## src/hw/rtl/crx_pkg.sv

```systemverilog
// Shared types and constants for the coded frame receiver.
package crx_pkg;

  localparam int unsigned FRAME_DEPTH_DEF = 32;
  localparam int unsigned BYTE_W          = 8;
  localparam int unsigned MISS_W          = 4;
  localparam int unsigned STATUS_W        = 3;
  localparam int unsigned CFG_IDX_W       = 2;
  localparam int unsigned CODE_POS        = 2;

  // Configuration register indexes
  localparam logic [CFG_IDX_W-1:0] CFG_START_CHAR = 2'd0;
  localparam logic [CFG_IDX_W-1:0] CFG_STOP_CHAR  = 2'd1;
  localparam logic [CFG_IDX_W-1:0] CFG_MISS_LIMIT = 2'd2;

  // Reset values of the configuration registers
  localparam logic [BYTE_W-1:0] START_CHAR_RST = 8'd2;
  localparam logic [BYTE_W-1:0] STOP_CHAR_RST  = 8'd3;
  localparam logic [MISS_W-1:0] MISS_LIMIT_RST = 4'd8;

  // Request types
  localparam logic REQ_BYTE = 1'b0;
  localparam logic REQ_READ = 1'b1;

  // Result status codes
  typedef enum logic [STATUS_W-1:0] {
    ST_STORED     = 3'd0,
    ST_IGNORED    = 3'd1,
    ST_FRAME_DONE = 3'd2,
    ST_FRAME_BYTE = 3'd3,
    ST_MISMATCH   = 3'd4,
    ST_UNLOCKED   = 3'd5,
    ST_NONE       = 3'd6
  } crx_status_e;

  // Controller to datapath commands
  typedef struct packed {
    logic accept;    // input transaction taken this cycle
    logic rd_issue;  // read the frame store at the readout counter
    logic rd_emit;   // load the fetched byte into the output register
  } crx_cmd_t;

  // Datapath to controller status
  typedef struct packed {
    logic rd_start;  // current input is a matching read request
    logic out_free;  // output register can take a new result
    logic rd_last;   // readout counter is at the final stored byte
  } crx_sts_t;

endpackage

```

## src/hw/rtl/crx_ctrl.sv

```systemverilog
// Controller state machine: input handshake and frame readout sequencing.
module crx_ctrl
  import crx_pkg::*;
(
  input  logic     clk_i,
  input  logic     rst_ni,
  input  logic     in_valid_i,
  output logic     in_stall_o,
  input  crx_sts_t sts_i,
  output crx_cmd_t cmd_o
);

  typedef enum logic [2:0] {
    S_IDLE  = 3'b001,
    S_ISSUE = 3'b010,
    S_EMIT  = 3'b100
  } state_e;

  state_e state_q, state_d;

  // Decode commands and next state
  always_comb begin
    state_d        = state_q;
    cmd_o          = '0;
    in_stall_o     = 1'b1;
    case (state_q)
      S_IDLE: begin
        in_stall_o   = !sts_i.out_free;
        cmd_o.accept = in_valid_i && sts_i.out_free;
        if (cmd_o.accept && sts_i.rd_start) begin
          state_d = S_ISSUE;
        end
      end
      S_ISSUE: begin
        cmd_o.rd_issue = 1'b1;
        state_d        = S_EMIT;
      end
      S_EMIT: begin
        if (sts_i.out_free) begin
          cmd_o.rd_emit = 1'b1;
          state_d       = sts_i.rd_last ? S_IDLE : S_ISSUE;
        end
      end
      default: begin
        state_d = S_IDLE;
      end
    endcase
  end

  // Hold state
  always_ff @(posedge clk_i or negedge rst_ni) begin
    if (!rst_ni) begin
      state_q <= S_IDLE;
    end else begin
      state_q <= state_d;
    end
  end

endmodule

```

## src/hw/rtl/crx_dp.sv

```systemverilog
// Datapath: configuration, frame store, frame state and output register.
module crx_dp
  import crx_pkg::*;
#(
  parameter int unsigned FRAME_DEPTH = FRAME_DEPTH_DEF
) (
  input  logic                 clk_i,
  input  logic                 rst_ni,
  input  logic                 cfg_we_i,
  input  logic [CFG_IDX_W-1:0] cfg_idx_i,
  input  logic [BYTE_W-1:0]    cfg_data_i,
  input  logic                 req_type_i,
  input  logic [BYTE_W-1:0]    rx_byte_i,
  input  logic [BYTE_W-1:0]    want_code_i,
  input  crx_cmd_t             cmd_i,
  output crx_sts_t             sts_o,
  output logic                 out_valid_o,
  input  logic                 out_stall_i,
  output logic [STATUS_W-1:0]  status_o,
  output logic [BYTE_W-1:0]    data_byte_o,
  output logic                 last_o,
  output logic                 overflow_o
);

  localparam int unsigned AW = $clog2(FRAME_DEPTH);
  localparam int unsigned IW = $clog2(FRAME_DEPTH + 1);
  localparam logic [IW-1:0] DEPTH_IDX = IW'(FRAME_DEPTH);
  localparam logic [IW-1:0] CODE_IDX  = IW'(CODE_POS);

  // Configuration registers
  logic [BYTE_W-1:0] start_char_q, stop_char_q;
  logic [MISS_W-1:0] miss_limit_q;

  // Frame state
  logic [BYTE_W-1:0] store_mem [FRAME_DEPTH];
  logic [IW-1:0]     wr_idx_q, wr_idx_d;
  logic              pending_q, pending_d;
  logic [MISS_W-1:0] miss_q, miss_d;
  logic              ovf_q, ovf_d;
  logic [BYTE_W-1:0] code_q;
  logic [IW-1:0]     rd_cnt_q;
  logic [BYTE_W-1:0] rd_data_q;

  // Output register
  logic              out_valid_q;
  crx_status_e       out_status_q;
  logic [BYTE_W-1:0] out_data_q;
  logic              out_last_q;
  logic              out_ovf_q;

  logic              mem_we;
  logic [AW-1:0]     mem_waddr;
  crx_status_e       status_d;
  logic [MISS_W-1:0] miss_inc;
  logic              load_single;

  assign miss_inc = miss_q + MISS_W'(1);

  // Status to controller
  assign sts_o.rd_start = (req_type_i == REQ_READ) && pending_q && (code_q == want_code_i);
  assign sts_o.out_free = !out_valid_q || !out_stall_i;
  assign sts_o.rd_last  = (rd_cnt_q + IW'(1)) == wr_idx_q;

  // Work out the effect of one input transaction
  always_comb begin
    wr_idx_d  = wr_idx_q;
    pending_d = pending_q;
    miss_d    = miss_q;
    ovf_d     = ovf_q;
    mem_we    = 1'b0;
    mem_waddr = wr_idx_q[AW-1:0];
    status_d  = ST_STORED;
    if (req_type_i == REQ_BYTE) begin
      if (pending_q) begin
        status_d = ST_IGNORED;
      end else if (rx_byte_i == start_char_q) begin
        mem_we    = 1'b1;
        mem_waddr = '0;
        wr_idx_d  = IW'(1);
        ovf_d     = 1'b0;
      end else begin
        if (wr_idx_q != DEPTH_IDX) begin
          mem_we   = 1'b1;
          wr_idx_d = wr_idx_q + IW'(1);
        end else begin
          ovf_d = 1'b1;
        end
        if ((rx_byte_i == stop_char_q) && (wr_idx_q > CODE_IDX)) begin
          pending_d = 1'b1;
          status_d  = ST_FRAME_DONE;
        end
      end
    end else begin
      if (!pending_q) begin
        status_d = ST_NONE;
      end else if (code_q == want_code_i) begin
        pending_d = 1'b0;
        miss_d    = '0;
        status_d  = ST_FRAME_BYTE;
      end else if (miss_inc == miss_limit_q) begin
        pending_d = 1'b0;
        miss_d    = '0;
        status_d  = ST_UNLOCKED;
      end else begin
        miss_d   = miss_inc;
        status_d = ST_MISMATCH;
      end
    end
  end

  assign load_single = cmd_i.accept && !sts_o.rd_start;

  // Configuration writes
  always_ff @(posedge clk_i or negedge rst_ni) begin
    if (!rst_ni) begin
      start_char_q <= START_CHAR_RST;
      stop_char_q  <= STOP_CHAR_RST;
      miss_limit_q <= MISS_LIMIT_RST;
    end else if (cfg_we_i) begin
      case (cfg_idx_i)
        CFG_START_CHAR: start_char_q <= cfg_data_i;
        CFG_STOP_CHAR:  stop_char_q  <= cfg_data_i;
        CFG_MISS_LIMIT: miss_limit_q <= cfg_data_i[MISS_W-1:0];
        default:        ;
      endcase
    end
  end

  // Frame control state and readout counter
  always_ff @(posedge clk_i or negedge rst_ni) begin
    if (!rst_ni) begin
      wr_idx_q  <= '0;
      pending_q <= 1'b0;
      miss_q    <= '0;
      ovf_q     <= 1'b0;
      rd_cnt_q  <= '0;
    end else begin
      if (cmd_i.accept) begin
        wr_idx_q  <= wr_idx_d;
        pending_q <= pending_d;
        miss_q    <= miss_d;
        ovf_q     <= ovf_d;
      end
      if (cmd_i.accept && sts_o.rd_start) begin
        rd_cnt_q <= '0;
      end else if (cmd_i.rd_emit) begin
        rd_cnt_q <= rd_cnt_q + IW'(1);
      end
    end
  end

  // Write the frame store; keep a copy of the code byte
  always_ff @(posedge clk_i) begin
    if (cmd_i.accept && mem_we) begin
      store_mem[mem_waddr] <= rx_byte_i;
    end
  end

  always_ff @(posedge clk_i) begin
    if (cmd_i.accept && mem_we && (mem_waddr == AW'(CODE_POS))) begin
      code_q <= rx_byte_i;
    end
  end

  // Fetch a frame byte for readout
  always_ff @(posedge clk_i) begin
    if (cmd_i.rd_issue) begin
      rd_data_q <= store_mem[rd_cnt_q[AW-1:0]];
    end
  end

  // Output register valid
  always_ff @(posedge clk_i or negedge rst_ni) begin
    if (!rst_ni) begin
      out_valid_q <= 1'b0;
    end else if (load_single || cmd_i.rd_emit) begin
      out_valid_q <= 1'b1;
    end else if (!out_stall_i) begin
      out_valid_q <= 1'b0;
    end
  end

  // Output register payload
  always_ff @(posedge clk_i) begin
    if (load_single) begin
      out_status_q <= status_d;
      out_data_q   <= '0;
      out_last_q   <= 1'b1;
      out_ovf_q    <= ovf_d;
    end else if (cmd_i.rd_emit) begin
      out_status_q <= ST_FRAME_BYTE;
      out_data_q   <= rd_data_q;
      out_last_q   <= sts_o.rd_last;
      out_ovf_q    <= ovf_q;
    end
  end

  assign out_valid_o = out_valid_q;
  assign status_o    = out_status_q;
  assign data_byte_o = out_data_q;
  assign last_o      = out_last_q;
  assign overflow_o  = out_ovf_q;

endmodule

```

## src/hw/rtl/coded_frame_receiver.sv

```systemverilog
// Coded frame receiver top level: controller and datapath.
// A received byte or a non-matching read shows its result in the cycle after acceptance.
// One such transaction is taken per cycle while the output is taken.
// A matching read streams the stored frame byte by byte (store read, then output load),
// and input stays stalled until the last byte is loaded.
// Reset clears control state and loads register defaults; frame store contents stay undefined.
module coded_frame_receiver
  import crx_pkg::*;
#(
  parameter int unsigned FRAME_DEPTH = FRAME_DEPTH_DEF
) (
  input  logic                 clk_i,
  input  logic                 rst_ni,
  input  logic                 cfg_we_i,
  input  logic [CFG_IDX_W-1:0] cfg_idx_i,
  input  logic [BYTE_W-1:0]    cfg_data_i,
  input  logic                 in_valid_i,
  output logic                 in_stall_o,
  input  logic                 req_type_i,
  input  logic [BYTE_W-1:0]    rx_byte_i,
  input  logic [BYTE_W-1:0]    want_code_i,
  output logic                 out_valid_o,
  input  logic                 out_stall_i,
  output logic [STATUS_W-1:0]  status_o,
  output logic [BYTE_W-1:0]    data_byte_o,
  output logic                 last_o,
  output logic                 overflow_o
);

  crx_cmd_t cmd;
  crx_sts_t sts;

  crx_ctrl u_ctrl (
    .clk_i      (clk_i),
    .rst_ni     (rst_ni),
    .in_valid_i (in_valid_i),
    .in_stall_o (in_stall_o),
    .sts_i      (sts),
    .cmd_o      (cmd)
  );

  crx_dp #(
    .FRAME_DEPTH (FRAME_DEPTH)
  ) u_dp (
    .clk_i       (clk_i),
    .rst_ni      (rst_ni),
    .cfg_we_i    (cfg_we_i),
    .cfg_idx_i   (cfg_idx_i),
    .cfg_data_i  (cfg_data_i),
    .req_type_i  (req_type_i),
    .rx_byte_i   (rx_byte_i),
    .want_code_i (want_code_i),
    .cmd_i       (cmd),
    .sts_o       (sts),
    .out_valid_o (out_valid_o),
    .out_stall_i (out_stall_i),
    .status_o    (status_o),
    .data_byte_o (data_byte_o),
    .last_o      (last_o),
    .overflow_o  (overflow_o)
  );

endmodule

```

## config.mk

```make
export PLATFORM = sky130hd
export DESIGN_NAME = coded_frame_receiver
export DESIGN_NICKNAME = d
export VERILOG_FILES = /design/src/hw/rtl/crx_pkg.sv /design/src/hw/rtl/crx_ctrl.sv /design/src/hw/rtl/crx_dp.sv /design/src/hw/rtl/coded_frame_receiver.sv
export SDC_FILE = /design/constraint.sdc
export NUM_CORES = 1
export LEC_CHECK = 0
export ABC_AREA = 1
export BUFFER_PORTS_ARGS = -buffer_cell sky130_fd_sc_hd__clkbuf_2
export CORE_MARGIN = 2
export CORE_UTILIZATION = 46
export DETAILED_ROUTE_END_ITERATION = 6
export GPL_TIMING_DRIVEN = 0
export MAX_ROUTING_LAYER = met4
export RECOVER_POWER = 25
export SYNTH_ARGS = -nofsm -noshare
export SYNTH_HDL_FRONTEND = slang
export SYNTH_SLANG_ARGS = --single-unit
export TNS_END_PERCENT = 10
```

## constraint.sdc

```tcl
create_clock -name clk_i -period 3.9 [get_ports clk_i]
set_clock_uncertainty 0.05 [all_clocks]
set_input_delay 0 -clock clk_i [delete_from_list [all_inputs] [get_ports clk_i]]
set_output_delay 0 -clock clk_i [all_outputs]
set_load 0.03 [all_outputs]
```

# Yosys cells after proc, flatten, opt, wreduce, memory -nomap -nowiden
# Memories as Yosys holds them, arrays and structs flattened. A register that Yosys moved wholly into a read port is not among the register bits.
# Index checks and enable logic that the tools add are counted.
# totals
output_inout_bits,15
word_cells,110
n_memories,1
ram_bits,256
regBits,63
# mem_list
memory,words,width,read_ports,rd_ports_with_merged_regs,write_ports,line_no,rtl
u_dp.store_mem,32,8,1,1,1,crx_dp.sv:35,logic [BYTE_W-1:0] store_mem [FRAME_DEPTH];
# op_classes
n_lt_le_gt_ge,1
muxes,48
n_reduce_logical,25
n_addsub,3
n_bitwise,2
eq_ne,15
# op_table
op,count
$mux W1,27
$mux W3,9
$eq A8 B8 Y1,3
$mux W6,4
$mux W5,3
$add A6 B1 Y6 const B,2
$logic_and A1 B1 Y1,9
$pmux W3 S3,1
$mux W4,2
$reduce_and A2 Y1,4
$eq A6 B6 Y1,1
$gt A6 B2 Y1 const B,1
$ne A2 B1 Y1 const B,3
$ne A6 B6 Y1 const B,1
$reduce_bool A2 Y1,3
$eq A5 B2 Y1 const B,1
$add A4 B1 Y4 const B,1
$eq A4 B4 Y1,1
$logic_not A1 Y1,4
$mux W2,2
$reduce_and A4 Y1,1
$eq A3 B1 Y1 const B,1
$eq A3 B2 Y1 const B,1
$eq A3 B3 Y1 const B,1
6 further kinds,8

# Longest topological paths before layout
# Gate-level depths: netlist (run 1).
# logic_depth
word_depth,8
mapped_depth,13

# By module
# Synthesis (run 1) repeated with hierarchy kept, for this count alone.
# hier_totals
hier_cells,1332
hier_area_um2,14146.1
# modules_own_cells
module,cells_per_inst,n_inst,seq_area_each_um2,area_each_um2
crx_dp,1301,1,9449.1,13942.1
crx_ctrl,31,1,76.3,203.9

# Worst setup path before layout (run 1)
# Ideal clock, no wire load.
# synth_timing
kind,flip-flop to flip-flop
startpoint,"register u_dp.out_valid_q, in the netlist u_dp.out_valid_o"
endpoint,memory u_dp.store_mem[1][0] (enable)
n_path_buf,0
path_slack_ns,1.601
arrival_time_ns,1.878
t_required_ns,3.479
stages_incl_launch_ff,8
path_cell_list,dfrtp_1 > nand2_2 > nand2_1 > nor2_1 > nand2_2 > a21oi_4 > nand3_4 > nor2_1
# synth_via
elab_chain_cells,7
# synth_rtl
item,line_no,rtl
from (decl),crx_dp.sv:45,logic out_valid_q;
from (signal assigned),crx_dp.sv:175,out_valid_q <= 1'b0;
from (signal assigned),crx_dp.sv:177,out_valid_q <= 1'b1;
from (signal assigned),crx_dp.sv:179,out_valid_q <= 1'b0;
$logic_not A1 Y1,crx_dp.sv:61,assign sts_o.out_free = !out_valid_q || !out_stall_i;
$logic_or A1 B1 Y1,crx_dp.sv:61,
$logic_and A1 B1 Y1,crx_ctrl.sv:29,cmd_o.accept = in_valid_i && sts_i.out_free;
$mux W1,crx_ctrl.sv:26,case (state_q)
$logic_and A1 B1 Y1,crx_dp.sv:154,if (cmd_i.accept && mem_we) begin
$mux W1,crx_dp.sv:154,
$mux W1 (implied by the code),crx_dp.sv:155,store_mem[mem_waddr] <= rx_byte_i;
to (decl),crx_dp.sv:35,
# No other way between the ends.

# Final worst setup path (run 1)
# layout_timing
startpoint,input port rx_byte_i[7]
endpoint,memory u_dp.store_mem[22][1] (enable)
# layout_via
elab_chain_cells,7
elab_cells_between_ends,10
# layout_rtl
item,line_no,rtl
from (decl),coded_frame_receiver.sv:20,"input logic [BYTE_W-1:0] rx_byte_i,"
$eq A8 B8 Y1 *,crx_dp.sv:76,end else if (rx_byte_i == start_char_q) begin
$mux W1,crx_dp.sv:76,
$mux W1,crx_dp.sv:74,if (pending_q) begin
$mux W1,crx_dp.sv:73,if (req_type_i == REQ_BYTE) begin
$logic_and A1 B1 Y1,crx_dp.sv:154,
$mux W1,crx_dp.sv:154,
$mux W1 (implied by the code),crx_dp.sv:155,
# Every way passes the cells marked *; elsewhere a longest branch is shown, timed or not.

==> impl_metrics.csv, run 1 <==
group,metric,value,unit
status,outcome,"finished with violations",
status,violations,"capacitance limit, slew limit",
clocking,cts_tree,"done",
timing,fin_crit_sh,0.875,
timing,slew_headroom,-0.354,
finish,final_nets,1379,
die,start_util,0.469,
pwr,power.density,709,nW/um^2
timing,min_period,3.41,ns
critical_path,crit_arrival,3.50,ns
pwr,ir_worst_vdd,0.306,mV
detailed_routing,drt_iter0_markers,924,
logic_synthesis,ys_types,36,
detailed_routing,vias,9810,
placement,place_hpwl,24.0,mm
detailed_routing,antenna_left,0,
timing,max_freq,293,MHz
logic_synthesis,synth_top_area_frac,0.595,
clocking,path_clk_slew,0.06,ns
finish,fillers,2583,
global_routing,grt_pass1_vias,9382,
hold_path,min_delay_path_depth,9,
timing,final-max-slew-violation-count,180,
logic_synthesis,async_flop_share,0.128,
hold_path,hold_path.class,"in2reg",
clocking,numCtsBuffers,36,
critical_path,crit_path_start_kind,"input port",
detailed_routing,vias_per_cell,5.58,
pwr,p_sw,4.18,mW
critical_path,end_kind,"register",
logic_synthesis,syn_nets,1276,
detailed_routing,drc,0,
logic_synthesis,ys_warn_count,0,
logic_synthesis,synth_most_common_cell,"edfxtp_1",
die,ios,47,
clocking,cts_root_buf,"clkbuf_16",
detailed_routing,wl,37.1,mm
detailed_routing,routedWlPerCell,21.1,um
finish,syn2layout_area_growth,14.9,%
placement,gp_congestion,0.895,
die,row_count,63,
global_routing,grtUsageTotal,0.247,
placement,io_buffers,46,
global_routing,antenna_found_initial,0,
critical_path,cp_max_fo,35,
pwr,swShare,0.368,
timing,hold_viol_final,0,
global_routing,grt_overflow,0,
timing,setup_viol,0,
logic_synthesis,synth_flop_cell,"edfxtp_1",
die,die_x,178,um
logic_synthesis,syn_area,13900,sq um
critical_path,cp_slowest_cell,"clkbuf_1",
logic_synthesis,synth_top_cell_by_area,"edfxtp_1",
die,die_h,178,um
critical_path,cp.required,3.98,ns
finish,drive_gt1_frac,0.112,
clocking,clock-sinks,327,
logic_synthesis,ys_top_cells_by_area,"edfxtp_1 60%, dfrtp_1 6.6%, nor2_1 5.9%",
critical_path,r2r_cells,7,
run,maxCapViolations,5,
critical_path,crit_type,"in2reg",
logic_synthesis,avgSynthCellArea,11.2,sq um
pwr,internal_power,7.17,mW
timing,tns,0,ns
pwr,power_frac_comb,0.327,
timing,rsz0062_at_grt,"no",
timing,tightest_slew,2.03,ns
critical_path,path_cells,"clkbuf_1, xnor2_1, nand2_1, nor2_4, nand2_4, a21oi_4, nand3b_4, nor2_1",
global_routing,grt_pass1_wl,55.9,mm
critical_path,critPathMaxStageDelay,1.43,ns
die,core,29700,sq um
pwr,totalPowerFinal,11.3,mW
logic_synthesis,ys_seq_area_frac,0.684,
pwr,cellLeakagePower,5.83,nW
logic_synthesis,synthTopCellsByCount,"276 x edfxtp_1, 218 x nor2_1, 179 x nand2_1, 158 x o21ai_0, 71 x inv_1",
clocking,htreeDepth,2,
die,die-area,31700,sq um
pwr,pwr-share-seq,0.373,
clocking,clock_path_buffers,3,
clocking,clock_latency,0.52,ns
logic_synthesis,synth_enable_flop_cells,276,
pwr,clock_power_share,0.300,
detailed_routing,dr.pass1.iters,5,
finish,diodes,0,
logic_synthesis,ys_seq_elements,327,
global_routing,grt_max_degree,43,
logic_synthesis,synthCells,1239,
[placed cells by master, fill, tap and decap left out, types with 8 or more instances in the layout]
master         count
edfxtp_1         276
nor2_1           218
nand2_1          179
o21ai_0          158
inv_1             71
nand3_1           61
clkbuf_2          42
clkbuf_1          42
o211ai_1          42
clkbuf_16         37
dfrtp_1           37
o221ai_1          24
buf_2             20
dlygate4sd3_1     19
xnor2_1           16
nand4_1           12
clkinv_2          12
xor2_1            10
a21oi_1           10
nor2_2             9
dfxtp_1            9
clkinv_1           8
[logic make-up (layout without fill, tap and decap cells)]
family / after synthesis / in the layout / synth area share
AND/OR/NAND/NOR: 498 / 498 / 0.152
AO/OA/AOI/OAI: 242 / 242 / 0.102
XOR/XNOR: 26 / 26 / 0.0164
adder cells (fa/ha/maj): 5 / 5 / 0.00449
buffers and inverters: 141 / 269 / 0.0407
flip-flops: 327 / 327 / 0.684
[final timing paths]
check                                   endpoint  slack, ns                start
max reg2reg                u_dp.store_mem[22][1]       0.90     u_dp.wr_idx_q[1]
max in group asynchronous    u_dp.stop_char_q[5]       2.95               rst_ni
min reg2reg                  u_dp.data_byte_o[2]       0.41  u_dp.data_byte_o[2]
min                            u_ctrl.state_q[0]       0.15       want_code_i[2]
min in group asynchronous       u_dp.rd_cnt_q[1]       0.18               rst_ni
max                        u_dp.store_mem[22][1]       0.49         rx_byte_i[7]
[critical path, delay by kind of cell]
kind	cells	cell delay, ns
xor+xnor	1	0.22
buf+inv	1	1.43
simple gates	5	1.46
compound gates	1	0.38
[per-stage QoR]
stage,hold slack (ns),setup slack (ns),cell area [sq um],utilization,std cells
floorplan,-0.346,1.60,13900,-,1239
detailed placement,0.196,0.693,14600,0.493,1675
CTS,0.126,0.921,16000,0.539,1757
finish,0.151,0.488,16000,0.538,1757
global placement,0.202,0.788,14600,0.493,1675
global route,0.242,0.379,16000,0.538,1757
[cell type report]
cell class | count | area (sq um) | share of cell area
clock buffers | 40 | 937 | 0.0586
clock inverters | 23 | 238 | 0.0149
inverters | 79 | 297 | 0.0185
repair buffers | 65 | 414 | 0.0259
well taps | 390 | 488 | 0.0305
multi-input cells | 771 | 3830 | 0.240
plain buffers | 62 | 270 | 0.0169
flip-flops and latches | 327 | 9530 | 0.595
[routing by layer]
metal	wire length [um]	GRT usage	vias to the layer above
li1	-	-	4566
met1	15700	0.329	4763
met2	17400	0.385	396
met4	1360	0.0922	0
met5	0	-	-
met3	2680	0.0390	85
[state kept, by name, indices dropped and copies added (netlist names), 3 cells and up]
signal and cells:
u_dp.miss_limit_q 4, u_dp.rd_data_q 8, u_dp.code_q 8, u_dp.data_byte_o 8, u_dp.rd_cnt_q 6, u_dp.store_mem 256, u_dp.stop_char_q 8, u_dp.wr_idx_q 6
u_dp.status_o 3, u_ctrl.state_q 3, u_dp.miss_q 4, u_dp.start_char_q 8
[repair_timing]
action / 4_1_cts / 5_1_grt
hold buffers: 19 / 0
resized for setup: 0 / 0
setup buffers: 0 / 0
endpoints found under the hold margin: 74 / 0
[power by group through the flow]
stage               combinational [mW]  sequential [mW]  clock [mW]
global route                      4.05             4.26        3.56
CTS                               3.65             4.23        3.43
floorplan                         2.21             4.37           0
finish                            3.71             4.24        3.40
detailed placement                3.61             4.30           0
global placement                  3.55             4.29           0
Power figures use the tool's default switching activity.
==> run 2, diff against run 1 <==
Settings changed: ABC_AREA 1 to not set, CORE_UTILIZATION 46 to 50, PLACE_DENSITY set to 0.67.
==> run 2 against run 1 <==
The run still ends with capacitance limit, slew limit left. Global-route usage fell by 2.7 points. Count of clock-buffer cells in the layout rose by 1. Critical path depth did not move. Register-to-register slack got worse by 0.67 ns. Largest power group unchanged. Highest routed layer unchanged.
==> impl_metrics.csv, run 2 <==
group,metric,value,unit
logic_synthesis,synth_enable_flop_cells,276,
detailed_routing,vias_per_cell,6.05,
detailed_routing,vias,7341,
logic_synthesis,synthTopCellsByCount,"276 x edfxtp_1, 64 x mux4_2, 53 x nand2_1, 37 x dfrtp_1, 30 x nor2_1",
placement,gp_congestion,0.918,
clocking,numCtsBuffers,34,
logic_synthesis,ys_types,51,
logic_synthesis,avgSynthCellArea,17.9,sq um
die,core,26100,sq um
placement,place_hpwl,19.0,mm
detailed_routing,maxUsedRoutingLayer,"met4",
logic_synthesis,synth_top_area_frac,0.621,
logic_synthesis,ys_seq_elements,327,
logic_synthesis,syn_area,13300,sq um
run,maxCapViolations,2,
detailed_routing,routedWlPerCell,23.8,um
clocking,clock-sinks,327,
logic_synthesis,ys_seq_area_frac,0.714,
critical_path,crit_arrival,3.73,ns
timing,max_freq,272,MHz
timing,setup_viol,0,
logic_synthesis,synth_mux_area_frac,0.144,
timing,rsz0062_at_grt,"no",
pwr,ir_worst_vdd,0.359,mV
die,start_util,0.511,
finish,fin_util,0.592,
clocking,post_cts_buffers,0,
timing,hold_ws,0.181,ns
critical_path,critPathMaxStageDelay,1.18,ns
timing,tns,0,ns
status,violations,"capacitance limit, slew limit",
critical_path,cp_max_fo,9,
logic_synthesis,yosys.area_share.xor_xnor,0.0295,
clocking,path_clk_slew,0.06,ns
global_routing,grt_overflow,0,
logic_synthesis,synth_most_common_cell,"edfxtp_1",
detailed_routing,drc,0,
finish,regMostFlops,"u_dp.store_mem",
pwr,power.density,499,nW/um^2
detailed_routing,met1_length,12.2,mm
critical_path,crit_path_start_kind,"register",
critical_path,cp.required,3.96,ns
detailed_routing,wl,28.9,mm
logic_synthesis,syn_nets,783,
clocking,cts_root_buf,"clkbuf_16",
timing,fin_crit_sh,0.941,
clocking,htreeDepth,2,
global_routing,grt_pass1_wl,44.8,mm
logic_synthesis,synth_compound_area_frac,0.0332,
placement,io_buffers,46,
finish,diodes,0,
logic_synthesis,ys_top_cells_by_area,"edfxtp_1 62%, mux4_2 11%, dfrtp_1 6.9%",
critical_path,path_buf_inv,2,
clocking,cts_resized,0,
logic_synthesis,synth_flop_cell,"edfxtp_1",
timing,final-max-slew-violation-count,72,
logic_synthesis,async_flop_share,0.128,
detailed_routing,drt_iter0_markers,844,
die,ios,47,
die,die_x,167,um
global_routing,grtUsageTotal,0.220,
critical_path,end_kind,"register",
logic_synthesis,synth_fa_ha_area_frac,0.00469,
finish,final_common_cell,"edfxtp_1",
hold_path,hold_path.class,"in2async",
detailed_routing,wl_met3,1.85,mm
status,outcome,"finished with violations",
clocking,cts_tree,"done",
detailed_routing,antenna_left,0,
detailed_routing,dr_wl_met2,14.0,mm
finish,final_nets,892,
finish,drive_gt1_frac,0.278,
critical_path,path_cells,"clkbuf_1, inv_1, ha_1, nand2_1, nor2_1, a211oi_4, nand3_2, nor3_1",
die,row_count,59,
global_routing,antenna_found_initial,0,
critical_path,crit_type,"reg2reg",
finish,syn2layout_area_growth,15.9,%
die,die_h,167,um
critical_path,crit_family,"simple AND/OR/NAND/NOR gates",
detailed_routing,dr.pass1.iters,5,
timing,hold_viol_final,0,
global_routing,grt_pass1_vias,7570,
logic_synthesis,synthCells,746,
global_routing,grt_max_degree,43,
timing,tightest_slew,1.59,ns
logic_synthesis,ys_warn_count,0,
finish,largest_reg_flops,256,
logic_synthesis,synth_top_cell_by_area,"edfxtp_1",
logic_synthesis,yosys.area_share.simple,0.0609,
pwr,cellLeakagePower,5.12,nW
critical_path,cp_slowest_cell,"nor3_1",
die,die-area,28000,sq um
finish,final_cell_mix,"276 x edfxtp_1, 64 x mux4_2, 53 x nand2_1",
clocking,clock_latency,0.51,ns
clocking,clock_path_buffers,3,
timing,min_period,3.67,ns
logic_synthesis,synth_top_family_by_area,"multiplexers",
timing,slew_headroom,-0.0600,
run 2: cell count changes in the layout (fill, tap and decap cells not counted), moves of 16 or more:
cell | before | now
nor2_1 | 218 | 30
o21ai_0 | 158 | 7
nand2_1 | 179 | 53
inv_1 | 71 | 4
mux4_2 | 0 | 64
nand3_1 | 61 | 10
o211ai_1 | 42 | 3
mux2_2 | 0 | 28
o221ai_1 | 24 | 0
clkbuf_1 | 42 | 23
mux2i_1 | 0 | 17
a221oi_1 | 0 | 16
run 2: layer usage:
layer | up-vias | track usage
li1 | 3186 | -
met3 | 59 | 0.0326
met5 | - | -
met2 | 285 | 0.342
met1 | 3811 | 0.303
met4 | 0 | 0.0741
run 2: worst paths after layout:
kind	from	slack [ns]	to	cells past startpoint
max	u_dp.wr_idx_q[1]	0.23	u_dp.store_mem[21][1]	8
min	rst_ni	0.18	u_dp.stop_char_q[6]	2
max reg2reg	u_dp.wr_idx_q[1]	0.23	u_dp.store_mem[21][1]	8
min reg2reg	u_dp.data_byte_o[2]	0.45	u_dp.data_byte_o[2]	2
max in group asynchronous	rst_ni	2.97	u_dp.rd_cnt_q[3]	2
min in group clk_i	want_code_i[4]	0.19	u_dp.miss_q[0]	6
run 2: final cells by class:
| cell class | instances | area [sq um] |
|---|---|---|
| Fill cell | 1940 | 10700 |
| Buffer | 36 | 165 |
| Clock buffer | 41 | 898 |
| Timing Repair Buffer | 73 | 478 |
| Multi-Input combinational cell | 379 | 3740 |
| Sequential cell | 327 | 9530 |
| Clock inverter | 19 | 220 |
| Inverter | 4 | 15.0 |
| Tap cell | 335 | 419 |
run 2: stage by stage:
stage	setup WS [ns]	std cells	total power, mW	cell area [sq um]
detailed placement	0.0659	1135	4.51	14100
global placement	-0.0193	1127	4.47	14000
floorplan	0.935	746	4.33	13300
finish	0.228	1214	7.71	15500
global route	0.0623	1214	7.97	15500
CTS	0.0490	1214	7.75	15400
run 2: logic make-up after synthesis:
kind of cell,after synthesis
adder cells (fa/ha/maj),5
XOR/XNOR,45
flip-flops,327
buffers and inverters,40
AO/OA/AOI/OAI,61
AND/OR/NAND/NOR,159
multiplexers,109
run 2: what timing repair did:
action,in CTS,in global routing
endpoints found under the setup margin,0,0
endpoints found under the hold margin,63,0
hold buffers,19,0
run 2: where the power goes:
part | internal (mW) | total (mW) | switching [mW]
Combinational | 0.228 | 0.517 | 0.289
Sequential | 3.87 | 3.95 | 0.0761
Clock | 1.97 | 3.25 | 1.27
==> run 3, diff against run 2 <==
Clock period 3.9 ns to 4.66 ns, I/O delays scaled along.
==> run 3 against run 2 <==
The run still ends with capacitance limit, slew limit left. Global-route usage barely moved. Count of clock-buffer cells in the layout did not move. Setup slack improved by 0.45 ns. Register-to-register slack improved by 0.45 ns. Clock power fell by 16%. Worst hold slack improved by 0.00060 ns. Via count fell by 1.2%. Critical path type unchanged. Largest power group unchanged. Highest routed layer unchanged.
==> impl_metrics.csv, run 3 (synthesis gave the netlist of run 2 again) <==
group,metric,value,unit
critical_path,r2r_slack,0.68,ns
placement,placed_cell_area,14100,sq um
pwr,totalPowerFinal,6.45,mW
detailed_routing,dr.pass1.iters,6,
status,violations,"capacitance limit, slew limit",
critical_path,r2r-end,"u_dp.store_mem[21][1]",
critical_path,r2r-start,"u_ctrl.state_q[0]",
finish,largest_reg_flops,256,
critical_path,end_kind,"register",
global_routing,grt-busiest-layer,"met2",
timing,tns,0,ns
finish,fillers,1945,
critical_path,crit_path_start_kind,"register",
global_routing,grt_overflow,0,
timing,fin_crit_sh,0.855,
die,core,26100,sq um
timing,final-max-slew-violation-count,216,
finish,syn2layout_area_growth,15.7,%
finish,fin_area,15400,sq um
clocking,post_cts_buffers,0,
global_routing,grt_max_degree,43,
clocking,clock_path_buffers,3,
clocking,numCtsBuffers,34,
finish,diodes,0,
global_routing,use_met1,0.300,
clocking,htreeDepth,2,
timing,slew_headroom,-0.207,
global_routing,grtUsageTotal,0.220,
die,row_count,59,
timing,tightest_slew,1.81,ns
finish,final_cell_mix,"276 x edfxtp_1, 64 x mux4_2, 53 x nand2_1",
detailed_routing,drt_iter0_markers,880,
global_routing,gr-usage-met3,0.0355,
finish,final_common_cell,"edfxtp_1",
critical_path,crit_type,"reg2reg",
timing,max_freq,251,MHz
pwr,ir_worst_vdd,0.301,mV
critical_path,cp_max_fo,8,
finish,fin_cells,1213,
hold_path,hold_path.class,"in2async",
critical_path,cp.required,4.72,ns
pwr,power.density,418,nW/um^2
pwr,cellLeakagePower,5.10,nW
clocking,clock-sinks,327,
die,start_util,0.511,
clocking,clock_latency,0.51,ns
placement,io_buffers,46,
detailed_routing,routedWlPerCell,23.8,um
placement,gp_congestion,0.918,
global_routing,grt_pass1_wl,44.8,mm
finish,drive_gt1_frac,0.273,
timing,setup_viol,0,
status,outcome,"finished with violations",
critical_path,crit_arrival,4.05,ns
detailed_routing,wl,28.9,mm
global_routing,grt_pass1_vias,7576,
run,maxCapViolations,6,
critical_path,r2r_cells,6,
detailed_routing,vias,7252,
detailed_routing,antenna_left,0,
placement,place_hpwl,19.0,mm
clocking,cts_tree,"done",
global_routing,grtUsageMet2,0.343,
finish,final_nets,891,
detailed_routing,vias_per_cell,5.98,
die,die_x,167,um
die,die_h,167,um
clocking,path_clk_slew,0.06,ns
detailed_routing,drc,0,
die,ios,47,
timing,rsz0062_at_grt,"no",
timing,min_period,3.98,ns
clocking,cts_root_buf,"clkbuf_16",
timing,hold_viol_final,0,
global_routing,antenna_found_initial,0,
die,die-area,28000,sq um
finish,regMostFlops,"u_dp.store_mem",
placement,dp.cells,1135,
## run 3: changes by cell type in the layout (fill, tap and decap cells not counted), sizes merged
cell,delta
dlygate4sd3,-1
## run 3: worst max-delay path by stage
| stage | endpoint | cells after the start | from |
|---|---|---|---|
| 6_report | u_dp.store_mem[21][1] | 6 | u_ctrl.state_q[0] |
| 5_1_grt | u_dp.store_mem[21][1] | 6 | u_ctrl.state_q[0] |
| 4_1_cts | u_dp.store_mem[26][5] | 6 | u_ctrl.state_q[0] |
| 3_5_place_dp | u_dp.store_mem[26][7] | 8 | u_dp.wr_idx_q[1] |
| 3_3_place_gp | u_dp.store_mem[4][4] | 7 | rx_byte_i[0] |
| 2_1_floorplan | u_dp.store_mem[15][0] | 8 | u_dp.wr_idx_q[1] |
## run 3: repair_timing
| action | CTS | global route |
|---|---|---|
| endpoints found under the hold margin | 63 | 0 |
| endpoints found under the setup margin | 0 | 0 |
| hold buffers | 18 | 0 |
| resized for setup | 0 | 0 |
## run 3: stage by stage
| step | util | setup WS, ns | hold WS, ns |
|---|---|---|---|
| 6_report | 0.591 | 0.675 | 0.182 |
| 5_1_grt | 0.591 | 0.533 | 0.250 |
| 4_1_cts | 0.590 | 0.466 | 0.181 |
| 3_5_place_dp | 0.540 | 0.826 | 0.186 |
| 3_3_place_gp | 0.536 | 0.741 | 0.162 |
| 2_1_floorplan | - | 1.69 | -0.346 |
## run 3: critical path, stage by stage (launching register included)
cell and delay [ns]:
dfstp_2 0.59, a21boi_2 0.30, nand4_2 0.14, dlygate4sd3_1 0.64, a211oi_4 0.34, nand3_2 0.36, nor3_1 1.16
## run 3: layout make-up
class	count	area [sq um]	share of cell area
Tap cell	335	419	0.0271
Clock buffer	41	898	0.0582
Timing Repair Buffer	72	463	0.0300
Multi-Input combinational cell	379	3740	0.242
Clock inverter	19	220	0.0143
Inverter	4	15.0	0.000972
Buffer	36	165	0.0107
Sequential cell	327	9530	0.617
## run 3: where the power goes
part | switching, mW | internal, mW
sequential | 0.0635 | 3.24
clock | 1.07 | 1.65
combinational | 0.240 | 0.185
total | 1.37 | 5.08
## run 3: per-layer routing
metal / up-vias / share of wire
li1: 3187 / -
met1: 3742 / 0.42
met2: 271 / 0.49
met3: 52 / 0.068
met4: 0 / 0.028
met5: - / 0
